<file path="src/rtl/core/assert_macros.svh">
// Assertion macros used by hual_scan.
// Clocked property checks, reset-qualified or not, that report through $error.
`ifndef ASSERT_MACROS_SVH
`define ASSERT_MACROS_SVH

// Check a property at every rising edge outside reset.
`define ASSERT_CLK(label, clk, rst_n, prop, msg) \
    label: assert property (@(posedge clk) disable iff (!(rst_n)) (prop)) else $error(msg);

// Check a property at every rising edge, reset included.
`define ASSERT_ALWAYS(label, clk, prop, msg) \
    label: assert property (@(posedge clk) (prop)) else $error(msg);

`endif

</file>
<file path="src/rtl/core/hual_pkg.sv">
// Package for the HTTP user-agent locator: payload types, codes, constants.
// Used by hual_scan, http_user_agent_locator and the testbench; depends on nothing.
package hual_pkg;

    localparam int POSITION_BITS_DEF = 16;
    localparam int PosFieldW = 16;
    localparam int MarkW = 32;
    localparam int KeyLen = 14;
    localparam logic [7:0] CrByte = 8'h0D;

    typedef enum logic [1:0] {
        ST_FOUND     = 2'd0,
        ST_NO_HEADER = 2'd1,
        ST_EMPTY     = 2'd2,
        ST_FRAGMENT  = 2'd3
    } t_status;

    typedef enum logic [1:0] {
        CFG_FIRST_COUNT = 2'd0,
        CFG_LAST_COUNT  = 2'd1,
        CFG_NO_UA       = 2'd2,
        CFG_UA          = 2'd3
    } t_cfg_index;

    typedef struct packed {
        logic [7:0]       data_byte;
        logic             byte_valid;
        logic             last_byte;
        logic             ct_present;
        logic             mark_present;
        logic [MarkW-1:0] ct_mark;
    } t_in_item;

    typedef struct packed {
        t_status              status;
        logic [PosFieldW-1:0] value_offset;
        logic [PosFieldW-1:0] value_length;
        logic                 mark_write;
        logic [MarkW-1:0]     new_mark;
        logic                 confirmed_no_ua;
    } t_out_item;

    typedef struct packed {
        logic                 step;
        logic                 last;
        logic [7:0]           data_byte;
    } t_scan_ctl;

    typedef struct packed {
        logic                 header_found;
        logic                 terminator_found;
        logic [PosFieldW-1:0] length;
        logic [PosFieldW-1:0] value_start;
        logic [PosFieldW-1:0] found_length;
    } t_scan_sum;

    function automatic logic [7:0] key_byte(input logic [3:0] idx);
        logic [7:0] b;
        case (idx)
            4'd0:    b = 8'h0D;
            4'd1:    b = 8'h0A;
            4'd2:    b = 8'h75;
            4'd3:    b = 8'h73;
            4'd4:    b = 8'h65;
            4'd5:    b = 8'h72;
            4'd6:    b = 8'h2D;
            4'd7:    b = 8'h61;
            4'd8:    b = 8'h67;
            4'd9:    b = 8'h65;
            4'd10:   b = 8'h6E;
            4'd11:   b = 8'h74;
            4'd12:   b = 8'h3A;
            4'd13:   b = 8'h20;
            default: b = 8'h00;
        endcase
        return b;
    endfunction

    function automatic logic [7:0] fold_case(input logic [7:0] b);
        logic [7:0] r;
        r = b;
        if (b >= 8'h41 && b <= 8'h5A) begin
            r = b + 8'h20;
        end
        return r;
    endfunction

endpackage

</file>
<file path="src/rtl/core/hual_scan.sv">
// Per-byte header scan: key match, position count, value start and CR search.
// Depends on hual_pkg and assert_macros.svh.
`include "assert_macros.svh"

module hual_scan #(
    parameter int POSITION_BITS = hual_pkg::POSITION_BITS_DEF
) (
    input  logic                i_clk,
    input  logic                i_rst_n,
    input  hual_pkg::t_scan_ctl i_ctl,
    output hual_pkg::t_scan_sum o_sum
);
    import hual_pkg::*;

    localparam logic [POSITION_BITS-1:0] PosMax = {POSITION_BITS{1'b1}};
    localparam logic [3:0] KeyLast = 4'(KeyLen);

    logic [3:0]               r_match, n_match;
    logic [POSITION_BITS-1:0] r_pos, n_pos;
    logic                     r_header_found, n_header_found;
    logic [POSITION_BITS-1:0] r_value_start, n_value_start;
    logic                     r_term_found, n_term_found;
    logic [POSITION_BITS-1:0] r_found_len, n_found_len;

    logic [3:0]               s_match;
    logic [POSITION_BITS-1:0] s_pos;
    logic                     s_header_found;
    logic [POSITION_BITS-1:0] s_value_start;
    logic                     s_term_found;
    logic [POSITION_BITS-1:0] s_found_len;

    always_comb begin
        logic [3:0] mp;
        logic [7:0] b;
        mp = r_match;
        b  = i_ctl.data_byte;
        s_match        = r_match;
        s_pos          = r_pos;
        s_header_found = r_header_found;
        s_value_start  = r_value_start;
        s_term_found   = r_term_found;
        s_found_len    = r_found_len;
        if (i_ctl.step) begin
            if (!r_header_found) begin
                if (mp >= KeyLast) begin
                    mp = 4'd0;
                end
                if (fold_case(b) == key_byte(mp)) begin
                    mp = mp + 4'd1;
                    if (mp == KeyLast) begin
                        s_header_found = 1'b1;
                        s_value_start  = (r_pos != PosMax) ? r_pos + 1'b1 : PosMax;
                        mp = 4'd0;
                    end
                end else begin
                    mp = (b == CrByte) ? 4'd1 : 4'd0;
                end
                s_match = mp;
            end else if (!r_term_found && b == CrByte && r_pos >= r_value_start) begin
                s_term_found = 1'b1;
                s_found_len  = r_pos - r_value_start;
            end
            if (r_pos != PosMax) begin
                s_pos = r_pos + 1'b1;
            end
        end
    end

    always_comb begin
        if (i_ctl.last) begin
            n_match        = '0;
            n_pos          = '0;
            n_header_found = 1'b0;
            n_value_start  = '0;
            n_term_found   = 1'b0;
            n_found_len    = '0;
        end else begin
            n_match        = s_match;
            n_pos          = s_pos;
            n_header_found = s_header_found;
            n_value_start  = s_value_start;
            n_term_found   = s_term_found;
            n_found_len    = s_found_len;
        end
    end

    always_ff @(posedge i_clk) begin
        if (!i_rst_n) begin
            r_match        <= '0;
            r_pos          <= '0;
            r_header_found <= 1'b0;
            r_value_start  <= '0;
            r_term_found   <= 1'b0;
            r_found_len    <= '0;
        end else begin
            r_match        <= n_match;
            r_pos          <= n_pos;
            r_header_found <= n_header_found;
            r_value_start  <= n_value_start;
            r_term_found   <= n_term_found;
            r_found_len    <= n_found_len;
        end
    end

    assign o_sum.header_found     = s_header_found;
    assign o_sum.terminator_found = s_term_found;
    assign o_sum.length           = PosFieldW'(s_pos);
    assign o_sum.value_start      = PosFieldW'(s_value_start);
    assign o_sum.found_length     = PosFieldW'(s_found_len);

    `ASSERT_CLK(a_match_range, i_clk, i_rst_n, r_match < KeyLast,
        "match progress beyond key length")
    `ASSERT_CLK(a_term_needs_header, i_clk, i_rst_n, !r_term_found || r_header_found,
        "terminator recorded without header")
    `ASSERT_CLK(a_clear_after_last, i_clk, i_rst_n,
        i_ctl.last |=> (r_pos == '0 && !r_header_found && r_match == 4'd0),
        "packet state not cleared after last transaction")
    `ASSERT_CLK(a_len_within_pos, i_clk, i_rst_n,
        r_term_found |-> ({1'b0, r_value_start} + {1'b0, r_found_len} <= {1'b0, r_pos}),
        "value length runs past bytes seen")
endmodule

</file>
<file path="src/rtl/core/http_user_agent_locator.sv">
// Top level of the HTTP user-agent locator: handshakes, config, status, mark.
// Depends on hual_pkg and hual_scan.
//
//  channel | direction | handshake               | payload
//  in      | input     | i_in_valid/o_in_ready   | i_in_item  (t_in_item)
//  out     | output    | o_out_valid/i_out_ready | o_out_item (t_out_item)
//  cfg     | input     | i_cfg_we                | i_cfg_index, i_cfg_data
//
// One transaction per cycle: input register, then one pass of scan and mark
// logic into the result register; the key compare and 32-bit mark compares set
// the path. A stalled result holds only transactions that end a packet; other
// transactions keep flowing. Reset is synchronous; marks return to 16, 40, 43
// and 44.
module http_user_agent_locator #(
    parameter int POSITION_BITS = hual_pkg::POSITION_BITS_DEF
) (
    input  logic                   i_clk,
    input  logic                   i_rst_n,
    input  logic                   i_in_valid,
    output logic                   o_in_ready,
    input  hual_pkg::t_in_item     i_in_item,
    output logic                   o_out_valid,
    input  logic                   i_out_ready,
    output hual_pkg::t_out_item    o_out_item,
    input  logic                   i_cfg_we,
    input  hual_pkg::t_cfg_index   i_cfg_index,
    input  logic [hual_pkg::MarkW-1:0] i_cfg_data
);
    import hual_pkg::*;

    logic [MarkW-1:0] r_first_count, r_last_count, r_no_ua, r_ua;

    logic       r_in_valid;
    t_in_item   r_in_item;
    logic       r_out_valid;
    t_out_item  r_out_item, n_out_item;
    logic       advance;
    t_scan_ctl  scan_ctl;
    t_scan_sum  scan_sum;

    always_ff @(posedge i_clk) begin
        if (!i_rst_n) begin
            r_first_count <= MarkW'(16);
            r_last_count  <= MarkW'(40);
            r_no_ua       <= MarkW'(43);
            r_ua          <= MarkW'(44);
        end else if (i_cfg_we) begin
            case (i_cfg_index)
                CFG_FIRST_COUNT: r_first_count <= i_cfg_data;
                CFG_LAST_COUNT:  r_last_count  <= i_cfg_data;
                CFG_NO_UA:       r_no_ua       <= i_cfg_data;
                CFG_UA:          r_ua          <= i_cfg_data;
                default:         r_ua          <= r_ua;
            endcase
        end
    end

    assign advance    = r_in_valid && (!r_in_item.last_byte || !r_out_valid || i_out_ready);
    assign o_in_ready = !r_in_valid || advance;

    always_ff @(posedge i_clk) begin
        if (!i_rst_n) begin
            r_in_valid <= 1'b0;
        end else if (o_in_ready) begin
            r_in_valid <= i_in_valid;
        end
    end

    always_ff @(posedge i_clk) begin
        if (o_in_ready && i_in_valid) begin
            r_in_item <= i_in_item;
        end
    end

    assign scan_ctl.step      = advance && r_in_item.byte_valid;
    assign scan_ctl.last      = advance && r_in_item.last_byte;
    assign scan_ctl.data_byte = r_in_item.data_byte;

    hual_scan #(
        .POSITION_BITS(POSITION_BITS)
    ) u_scan (
        .i_clk   (i_clk),
        .i_rst_n (i_rst_n),
        .i_ctl   (scan_ctl),
        .o_sum   (scan_sum)
    );

    always_comb begin
        logic [MarkW-1:0]   mark;
        logic [PosFieldW:0] need;
        n_out_item = '0;
        need = {1'b0, scan_sum.value_start} + (PosFieldW+1)'(2);
        if (!scan_sum.header_found) begin
            n_out_item.status = ST_NO_HEADER;
        end else begin
            n_out_item.value_offset = scan_sum.value_start;
            if ({1'b0, scan_sum.length} < need) begin
                n_out_item.status = ST_EMPTY;
            end else if (!scan_sum.terminator_found || scan_sum.found_length == '0) begin
                n_out_item.status = ST_FRAGMENT;
            end else begin
                n_out_item.status       = ST_FOUND;
                n_out_item.value_length = scan_sum.found_length;
            end
        end

        if (r_in_item.ct_present) begin
            mark = r_in_item.mark_present ? r_in_item.ct_mark : MarkW'(1);
        end else begin
            mark = '0;
        end

        if (!scan_sum.header_found) begin
            if (mark == MarkW'(1)) begin
                n_out_item.mark_write = 1'b1;
                n_out_item.new_mark   = r_first_count;
            end
            if (mark >= r_first_count && mark <= r_last_count) begin
                n_out_item.mark_write = 1'b1;
                n_out_item.new_mark   = mark + MarkW'(1);
            end
            if (mark == r_last_count + MarkW'(1)) begin
                n_out_item.mark_write      = 1'b1;
                n_out_item.new_mark        = r_no_ua;
                n_out_item.confirmed_no_ua = 1'b1;
            end
        end else if (mark != r_ua) begin
            n_out_item.mark_write = 1'b1;
            n_out_item.new_mark   = r_ua;
        end
    end

    always_ff @(posedge i_clk) begin
        if (!i_rst_n) begin
            r_out_valid <= 1'b0;
        end else if (scan_ctl.last) begin
            r_out_valid <= 1'b1;
        end else if (i_out_ready) begin
            r_out_valid <= 1'b0;
        end
    end

    always_ff @(posedge i_clk) begin
        if (scan_ctl.last) begin
            r_out_item <= n_out_item;
        end
    end

    assign o_out_valid = r_out_valid;
    assign o_out_item  = r_out_item;
endmodule

</file>
<file path="config.mk">
export PLATFORM = sky130hd
export DESIGN_NAME = http_user_agent_locator
export DESIGN_NICKNAME = d
export VERILOG_FILES = /design/src/rtl/core/hual_pkg.sv /design/src/rtl/core/hual_scan.sv /design/src/rtl/core/http_user_agent_locator.sv
export VERILOG_INCLUDE_DIRS = /design/src /design/src/rtl/core
export SDC_FILE = /design/constraint.sdc
export NUM_CORES = 1
export LEC_CHECK = 0
export BUFFER_PORTS_ARGS = -buffer_cell sky130_fd_sc_hd__buf_2
export CORE_MARGIN = 2
export CORE_UTILIZATION = 45
export DETAILED_ROUTE_END_ITERATION = 8
export PLACE_DENSITY = 0.77
export SYNTH_ARGS = -nofsm -noshare
export SYNTH_HDL_FRONTEND = slang
export SYNTH_HIERARCHICAL = 1
export SYNTH_SLANG_ARGS = --single-unit
</file>
<file path="constraint.sdc">
create_clock -name i_clk -period 5.5 [get_ports i_clk]
set_input_delay 1.1 -clock i_clk [delete_from_list [all_inputs] [get_ports i_clk]]
set_output_delay 1.1 -clock i_clk [all_outputs]
set_load 0.005 [all_outputs]
</file>
# --- Yosys cells after proc, flatten, opt, wreduce, memory -nomap -nowiden ---
# Memories as Yosys holds them, arrays and structs flattened.
# Cells that the tools add are included.
totals:
  ff_bits: 296
  input_bits: 83
  romBits: 112
  ramBits: 0
  word_cells: 118
  latchBits: 0
  n_memories: 1
classes:
  bitwise: 3
  muxes: 39
  n_shift: 0
  mul: 0
  order_cmp: 7
  n_div: 0
  reduce_logical: 27
  eq_ne: 10
  add_sub_neg: 7
mem_list:
  columns: ["memory", "words", "width", "rd", "rd_ports_with_merged_regs", "wr", "line", "text"]
  rows:
  - ["(no name shown)", 16, 7, 1, 0, 0, "hual_pkg.sv:59", "case (idx)"]
op_table:
  columns: ["op", "n"]
  rows:
  - ["16-bit two-way mux", 10]
  - ["33-bit two-way mux", 4]
  - ["32-bit by 1-bit adder with 32-bit output, second input constant", 2]
  - ["32-bit two-way mux", 2]
  - ["8-bit two-way mux", 5]
  - ["34-bit two-way mux", 1]
  - ["32-bit by 1-bit == test with 1-bit output, second input constant", 1]
  - ["32-bit == test", 1]
  - ["32-bit >= comparator", 1]
  - ["32-bit <= comparator", 1]
  - ["32-bit inequality test", 1]
  - ["4-bit two-way mux", 5]
  - ["16-bit by 2-bit adder with 17-bit output, second input constant", 1]
  - ["16-bit by 17-bit < comparator with 1-bit output", 1]
  - ["16-bit by 1-bit adder with 16-bit output, second input constant", 1]
  - ["16-bit >= comparator", 1]
  - ["16-bit zero test", 1]
  - ["16-bit inequality test, second input constant", 1]
  - ["16-bit subtractor", 1]
  - ["1-bit two-way mux", 10]
  - ["2-bit AND reduction", 5]
  - ["8-bit by 6-bit adder with 8-bit output, second input constant", 1]
  - ["8-bit by 4-bit == test with 1-bit output, second input constant", 1]
  - ["8-bit == test", 1]
  - ["16 further kinds", 34]

# --- Logic depth before layout (Yosys ltp) ---
# An unclocked memory read counts as a cell.
logic_depth:
  depth_word: 16
  ltp_mapped: 25

# --- Cells and area by module ---
# Netlist, hierarchy kept.
modules_own_cells:
  columns: ["module", "n_inst", "area_each_um2", "cells_per_inst", "seq_area_each_um2"]
  rows:
  - ["http_user_agent_locator", 1, 14740.4, 1648, 5965.7]
  - ["hual_scan", 1, 4346.7, 534, 1081.0]

# --- Worst setup path after synthesis ---
# Ideal clock, no wire load.
synth_path:
  kind: "input-to-reg"
  from: "input port i_out_ready"
  to: "register r_out_item (netlist bit o_out_item[66]), data pin"
  t_arrival_ns: 5.150
  path_slack_ns: 0.079
  required_time_ns: 5.228
  cell_stages: 24
  cell_sequence: "nor2b_1 a21oi_1 buf_2 nand2b_1 or3_1 clkbuf_1 and3b_1 buf_4 buf_6 a21oi_2 nor2_1 and3_1 nand3_1 nor2_1 nand2_1 xor2_1 ha_1 a21o_1 a21o_1 a21oi_1 o21ai_0 a31oi_1 clkbuf_1 o21ai_0"
synth_rtl:
  columns: ["element", "line", "text"]
  rows:
  - ["from (decl)", "http_user_agent_locator.sv:23", "input logic i_out_ready,"]
  - ["to (signal assigned)", "http_user_agent_locator.sv:145", "r_out_item <= n_out_item;"]
  - ["to (decl)", "http_user_agent_locator.sv:36", "t_out_item r_out_item, n_out_item;"]

==> metrics <==
die area=44100 um2; Worst VDD drop=0.218 mV; setup TNS=0 ps; DRC Markers=0; design area=21300 um2; final cycle utilization of the critical path=91.1%; Setup CP Type=reg -> reg; clock skew=15.7 ps; remaining antenna violation count=0; synthesized instance count=2182; Detailed Place HPWL=40600 um; largest net degree at the start of global routing=68; worst path required time=5740 ps; asr flop ratio synth=0%; Seq/Total Area, Yosys=36.9%; cell chain of the critical path=nand3b_1 -> nand2_1 -> xnor2_1 -> nor3_1 -> and4_1 -> a21oi_1 -> nor2_1 -> nand3_1 -> nor2_1 -> nand2_1 -> xor2_1 -> ha_1 -> a21o_1 -> a21o_1 -> a21oi_1 -> o21ai_0 -> a31oi_1 -> buf_4 -> o21ai_0; Worst-Margin Slew=1020 ps; GR Util met3=3.78%; Max Transition Viols Final=0; # nets final=2450; vias per std cell=5.72; total power draw=5.42 mW; met1 Resource Use GR=31.2%; WHS=464 ps; hold crit path type=reg -> reg; clk_lat worst skew=540 ps; Post-Syn Area per Cell=8.75 um2; critical path's slowest cell=and4_1; Finished Layout Cells=2839; max incr delay on CP=680 ps; fin crit period=5010 ps; worst-path fanout max=18; first-pass detailed-route iteration total=6; Max-Cap Viols=0; Root Buffer=clkbuf_16; postcts setup bufs=0; Synth warnings=6; Critical Path AT=5250 ps; status=finished clean; Pleak=7.77 nW; Slew HR=31.4%; Setup Viol. Count Final=0; layout cells sized above 1=16.2%; die height=210 um; CP Launch Type=flip-flop; row cnt=75; initial antenna violation count=6; busiest grt layer=met2; total CTS buffers=34; vias in the first global route=16100; most common cell after layout, fill and taps aside=nand2_1; Vias=16200; initial DRC count=1206; Worst Setup Slack post-DPL=11.0 ps; max frequency=0.200 GHz; RSZ-0062 raised after global routing=false; DIE WIDTH=210 um; gr ovfl total=0; grt met2 use=43.0%; CP Capture Type=flip-flop; number of gates resized after cts=0; commonest cells after routing, fill and taps aside=nand2_1, dfxtp_1, buf_2; area of the core=41900 um2; hold_buf cts=0; RD Place Congestion=0.988; Area growth, synth to finish=11.7%; final hold vios=0; Placed Cells=2773; Post-Syn Area=19100 um2; IO Port Bufs=152; EDFF count, synth=112; Initial Util=45.5%; WL final=55600 um; post-route core utilization=50.8%; dpl cell area=20100 um2; count of different cell masters after synthesis=103; first-pass GRT wire length=87500 um; GRT Util Overall=25.2%; Ports=153; clock slew at reported path FFs=60 ps; routed length per instance=19.6 um; Synth Register Bits=296; clk buf depth=3; Net Count, Synth=2362; CTS Sinks=296; Pwr Density=254 nW/um2; CTS tree=done; Max H-tree Level=2; Main synth FF type=dfxtp_1; setup ws final=490 ps
cell type report:
type                       count  area [um2]
tap                          539         674
inverter                     146         548
sequential                   296        7050
antenna                        4        10.0
timing repair buffer         182        1000
clock buffer                  49        1010
fill                        3881       20600
multi-input combinational   1610       10900
clock inverter                13         173
cells by family (layout without fill, tap and decap cells):
kind of cell             count (synthesis)  count (layout)  share of synthesized area [%]
AO/OA/AOI/OAI                          383             383                           15.8
other                                    0               4                              0
adder cells (fa/ha/maj)                 99              99                           6.50
buffers and inverters                  276             390                           6.50
flip-flops                             296             296                           36.9
AND/OR/NAND/NOR                        927             927                           24.4
multiplexers                            45              45                           2.63
XOR/XNOR                               156             156                           7.23
cells in the mapped netlist (6+ instances only):
cell / count / share of area [%]
xnor2_1: 114 / 5.2
nor2b_1: 10 / 0.33
and3_1: 32 / 1.0
buf_4: 9 / 0.35
nand2b_1: 18 / 0.59
dfxtp_1: 184 / 19
mux2i_1: 7 / 0.37
xor2_1: 41 / 1.9
nor2_1: 69 / 1.4
nand4_1: 34 / 1.1
a21oi_1: 50 / 1.3
nand3_1: 79 / 2.1
o21a_1: 12 / 0.47
inv_1: 144 / 2.8
nand3b_1: 7 / 0.28
nor4_1: 41 / 1.3
buf_2: 12 / 0.31
ha_1: 96 / 6.3
o21ai_0: 37 / 0.97
or2_1: 10 / 0.33
a211oi_1: 9 / 0.35
a21o_1: 22 / 0.87
edfxtp_1: 112 / 18
nor3_1: 55 / 1.4
and4_1: 6 / 0.28
clkbuf_1: 86 / 1.7
nand2_1: 453 / 8.9
and2_1: 52 / 1.7
o31ai_1: 9 / 0.35
a21boi_0: 121 / 4.8
a21oi_2: 11 / 0.50
o221ai_2: 31 / 2.4
a31oi_1: 12 / 0.39
nor4_4: 10 / 1.1
o211ai_1: 10 / 0.39
buf_6: 14 / 0.83
mux2_2: 37 / 2.2
final timing paths:
kind | end | slack (ps) | startpoint | cells after the start
setup reg to reg | o_out_item[66] | 490 | u_scan/r_match[1] | 19
hold / removal | r_no_ua[24] | 460 | r_no_ua[24] | 2
setup / recovery | o_out_item[66] | 490 | u_scan/r_match[1] | 19
hold reg to reg | r_no_ua[24] | 460 | r_no_ua[24] | 2
sequential cells by signal (all words and copies together), names as in the netlist, 4 cells and up:
register	cells
o_out_item	68
r_in_item	44
r_first_count	32
r_last_count	32
r_no_ua	32
r_ua	32
u_scan/r_found_len	16
u_scan/r_pos	16
u_scan/r_value_start	16
u_scan/r_match	4
worst max-delay path: cells and delay by family, from the launching register on:
kind | cells | cell delay [ps]
DFF | 1 | 640
AOI/OAI and AO/OA | 7 | 1010
and+or+nand+nor | 8 | 2200
buffers and inverters | 1 | 240
xor gates and xnor gates | 2 | 290
adders and majority gates | 1 | 300
report_power, final:
group	internal, mW	leakage (nW)	switching [mW]	total (mW)
Clock	1.47	0.585	0.920	2.39
Sequential	2.35	2.49	0.0776	2.43
Combinational	0.240	4.70	0.358	0.598
routing by layer:
layer  share of wire, %  up-vias
met5              0.025        -
met4                4.6        2
met3                5.8      138
met2                 47      565
met1                 42     7730
li1                   -     7792
(Power assumes the default switching activity.)
